$ cat config.mk
export PLATFORM = sky130hd
export DESIGN_NAME = ohm_probe
export DESIGN_NICKNAME = d
export VERILOG_FILES = /design/src/rtl/ohm_pkg.sv /design/src/rtl/ohm_probe.sv
export SDC_FILE = /design/constraint.sdc
export NUM_CORES = 1
export LEC_CHECK = 0
export BUFFER_PORTS_ARGS = -buffer_cell sky130_fd_sc_hd__buf_2
export CAP_MARGIN = 15
export CELL_PAD_IN_SITES_DETAIL_PLACEMENT = 2
export CELL_PAD_IN_SITES_GLOBAL_PLACEMENT = 2
export CORE_ASPECT_RATIO = 0.6
export CORE_MARGIN = 4
export CORE_UTILIZATION = 15
export DETAILED_ROUTE_END_ITERATION = 10
export PLACE_DENSITY_LB_ADDON = 0.1
export SYNTH_ARGS = -nofsm -noshare
export SYNTH_HDL_FRONTEND = slang
export SYNTH_SLANG_ARGS = --single-unit
$ cat constraint.sdc
create_clock -name vclk -period 6
set_input_delay 0.3 -clock vclk [all_inputs]
set_output_delay 0.3 -clock vclk [all_outputs]
set_load 0.02 [all_outputs]
$ cat src/rtl/ohm_pkg.sv
// Shared constants, types and helper functions for the ordered hash map.
`timescale 1ns / 1ps
package ohm_pkg;

    localparam int MIN_SLOTS = 8;
    localparam int MAX_SLOTS = 1024;
    localparam int IDX_W     = $clog2(MAX_SLOTS);
    localparam int ADDR_W    = IDX_W + 1;
    localparam int SZ_W      = IDX_W + 1;
    localparam int SLOT_W    = 11;
    localparam int KEY_W     = 64;
    localparam int VAL_W     = 64;
    localparam int HASH_W    = 32;

    typedef logic [IDX_W-1:0]         idx_t;
    typedef logic [SZ_W-1:0]          size_t;
    typedef logic signed [SLOT_W-1:0] slot_t;

    localparam slot_t NO_SLOT = '1;

    typedef enum logic [1:0] {
        FN_SET  = 2'd0,
        FN_GET  = 2'd1,
        FN_DROP = 2'd2,
        FN_NEXT = 2'd3
    } func_t;

    typedef enum logic [2:0] {
        ST_INSERTED = 3'd0,
        ST_UPDATED  = 3'd1,
        ST_FOUND    = 3'd2,
        ST_ABSENT   = 3'd3,
        ST_DROPPED  = 3'd4,
        ST_FULL     = 3'd5,
        ST_END      = 3'd6
    } status_t;

    typedef struct packed {
        logic [KEY_W-1:0]  key;
        logic [VAL_W-1:0]  value;
        logic [HASH_W-1:0] hash;
        slot_t             prev;
        slot_t             next;
        logic              used;
    } entry_t;

    typedef struct packed {
        logic [ADDR_W-1:0] addr;
        logic              en_key;
        logic              en_value;
        logic              en_hash;
        logic              en_prev;
        logic              en_next;
        logic              en_used;
        entry_t            data;
    } wr_t;

    // A slot is valid when it is not negative and lies inside the table.
    function automatic logic slot_ok(slot_t s, size_t size);
        return !s[SLOT_W-1] && (SZ_W'($unsigned(s)) < size);
    endfunction

    function automatic slot_t idx2slot(idx_t i);
        return slot_t'({{(SLOT_W-IDX_W){1'b0}}, i});
    endfunction

    function automatic idx_t mask_of(size_t size);
        return IDX_W'(size - SZ_W'(1));
    endfunction

endpackage

$ cat src/rtl/ohm_probe.sv
// Shared probe step unit: next slot index and shifted perturbation.
`timescale 1ns / 1ps
module ohm_probe import ohm_pkg::*;
(
    input  idx_t        idx,
    input  logic [63:0] pert,
    input  idx_t        mask,
    output idx_t        idx_next,
    output logic [63:0] pert_next
);

    idx_t sum;

    // Only the index bits survive the mask, so the sum is kept at that width.
    assign sum       = IDX_W'({idx, 2'b00}) + idx + IDX_W'(1) + pert[IDX_W-1:0];
    assign idx_next  = sum & mask;
    assign pert_next = pert >> 5;

endmodule

==> impl_metrics.env <==
export IMPL_final_hold_viol_count=0
export IMPL_postSynthAreaPerCell_sq_um=7.94
export IMPL_slowest_stage_delay_on_critical_path_ns=0.61
export IMPL_power_density_nw_per_um2=151
export IMPL_fin_worst_hold_slack_ns=0.600
export IMPL_worst_path_max_fanout=3
export IMPL_leakagePower_uw=0.000515
export IMPL_rows=24
export IMPL_rsz_0062_raised_after_global_routing="no"
export IMPL_route_detailed_drc=0
export IMPL_setup_viol=0
export IMPL_timing_critical_path_required_ns=5.70
export IMPL_die_w_um=121
export IMPL_first_iter_violations=12
export IMPL_netlist_top_cell_by_area="sky130_fd_sc_hd__buf_4"
export IMPL_postRouteWirelength_mm=3.21
export IMPL_globalRouteOverflowTotal=0
export IMPL_post_drt_via_cell_ratio=3.67
export IMPL_critical_path_type="in -> out"
export IMPL_antenna_found_initial=0
export IMPL_final_nets=234
export IMPL_cts_hold_buffers_added=0
export IMPL_antenna_viol_nets_final=0
export IMPL_synth_top_cell_area_share=0.417
export IMPL_area_growth_synth_to_final_pct=-9.57
export IMPL_grt_max_degree=8
export IMPL_area_sequential_sq_um=0
export IMPL_yosys_warnings=0
export IMPL_final_setup_worst_slack_ns=3.26
export IMPL_netlist_cell_type_count=37
export IMPL_num_ports=158
export IMPL_design_core_area_sq_um=7360
export IMPL_track_usage=0.0667
export IMPL_io_buffers=45
export IMPL_antenna_diode_count=0
export IMPL_wire_length_of_the_first_global_routing_pass_mm=4.96
export IMPL_detailroute_via_count=859
export IMPL_worst_path_cell_chain="buf_2 > inv_1 > fa_1 > inv_1 > ha_1 > a211oi_2 > o21ai_0 > a31oi_1 > mux2i_1 > buf_2"
export IMPL_detailedPlacementHpwl_mm=3.00
export IMPL_die_h_um=75.9
export IMPL_ir_drop_uv=30.9
export IMPL_ctsResizeCount=0
export IMPL_synth_yosys_seq_area_share=0
export IMPL_post_route_min_period_ns=2.74
export IMPL_mapped_cells=145
export IMPL_pre_cts_slack_ns=3.21
export IMPL_drv_max_cap_violation_count=0
export IMPL_final_max_slew_violation_count=0
export IMPL_fp_dieArea_sq_um=9190
export IMPL_hold_class="in -> out"
export IMPL_wire_length_per_cell_um=13.7
export IMPL_post_synth_most_frequent_cells="sky130_fd_sc_hd__buf_4 (64), sky130_fd_sc_hd__inv_1 (15), sky130_fd_sc_hd__ha_1 (10), sky130_fd_sc_hd__fa_1 (8), sky130_fd_sc_hd__o21ai_0 (5)"
export IMPL_first_global_vias=966
export IMPL_layout_drive_gt1_share=0.385
export IMPL_min_period_over_period=0.456
export IMPL_cts_setup_buffers=0
export IMPL_critPathCaptureType="primary output"
export IMPL_gp_congestion=0.702
export IMPL_detail_route_first_pass_iterations=2
export IMPL_syn_cell_area_sq_um=1150
export IMPL_synth_top_cells_by_area="sky130_fd_sc_hd__buf_4 (42%), sky130_fd_sc_hd__fa_1 (14%), sky130_fd_sc_hd__ha_1 (11%), sky130_fd_sc_hd__inv_1 (4.9%), sky130_fd_sc_hd__o21ai_0 (2.2%)"
export IMPL_clock_fmax_mhz=366
export IMPL_nFillCells=887
export IMPL_run_status="completed"
export IMPL_floorplan_initialDensity=0.156
export IMPL_setup_tns_ns=0
export IMPL_synth_most_common_cell="sky130_fd_sc_hd__buf_4"
export IMPL_critical_path_slowest_cell="sky130_fd_sc_hd__fa_1"
export IMPL_crit_path_start_kind="input pin"
export IMPL_n_sequential_cell=0
export IMPL_clock_buffer_count=0
export IMPL_crit_arrival_ns=2.44
==> critical path: cells and delay by family <==
kind | cells | cell delay (ns)
buf+inv | 4 | 0.38
fa+ha+maj | 2 | 0.93
mux | 1 | 0.22
compound gates | 3 | 0.60
==> cells in the final DEF, fill, tap and decap left out, types with 2 or more instances in the layout <==
cell,Yosys,layout
sky130_fd_sc_hd__a31oi_1,3,3
sky130_fd_sc_hd__buf_2,0,45
sky130_fd_sc_hd__conb_1,1,5
sky130_fd_sc_hd__fa_1,8,8
sky130_fd_sc_hd__ha_1,10,10
sky130_fd_sc_hd__inv_1,15,15
sky130_fd_sc_hd__mux2i_1,2,2
sky130_fd_sc_hd__nand2_1,3,3
sky130_fd_sc_hd__nand3_1,2,2
sky130_fd_sc_hd__nand4_1,2,2
sky130_fd_sc_hd__nor2_1,3,3
sky130_fd_sc_hd__nor2b_1,2,2
sky130_fd_sc_hd__o21ai_0,5,5
sky130_fd_sc_hd__xnor2_1,2,2
==> final cells by class <==
| cell class | count | area, sq um | share of cell area |
|---|---|---|---|
| Inverter | 15 | 56.3 | 0.0541 |
| Multi-Input combinational cell | 70 | 629 | 0.605 |
| Tap cell | 104 | 130 | 0.125 |
| Timing Repair Buffer | 45 | 225 | 0.216 |
==> final timing paths <==
kind              slack, ns  depth (start not counted)  startpoint             to
setup / recovery       3.26                         10      idx[0]    idx_next[8]
hold / removal         0.60                          0    pert[56]  pert_next[51]
==> logic make-up after synthesis <==
kind of cell | after synthesis | synth area share
AO/OA/AOI/OAI | 20 | 0.128
XOR/XNOR | 3 | 0.0228
AND/OR/NAND/NOR | 22 | 0.114
buffers and inverters | 79 | 0.466
adder cells (fa/ha/maj) | 18 | 0.248
multiplexers | 2 | 0.0174
other | 1 | 0.00326
==> per-layer routing <==
layer | GRT usage | vias up | share of wire
met5 | 0 | - | 0
met4 | 0.0163 | 0 | 0.026
met3 | 0.0252 | 20 | 0.13
met2 | 0.0966 | 67 | 0.37
met1 | 0.0933 | 392 | 0.47
li1 | - | 380 | -
==> through the flow <==
step	total power, uW	instances	instance area (sq um)	util
6_report	157	234	1040	0.141
4_1_cts	162	234	1040	0.141
2_1_floorplan	161	149	1170	-
5_1_grt	180	234	1040	0.141
3_5_place_dp	161	234	1040	0.141
3_3_place_gp	161	234	1040	0.141
==> where the power goes <==
group	switching (uW)	total (uW)	leakage (uW)	internal, uW
clock	0	0	0	0
combinational	93.1	157	0.000515	63.9
sequential	0	0	0	0
total	93.1	157	0.000515	63.9
No activity file was read; power rests on OpenSTA's default activity.
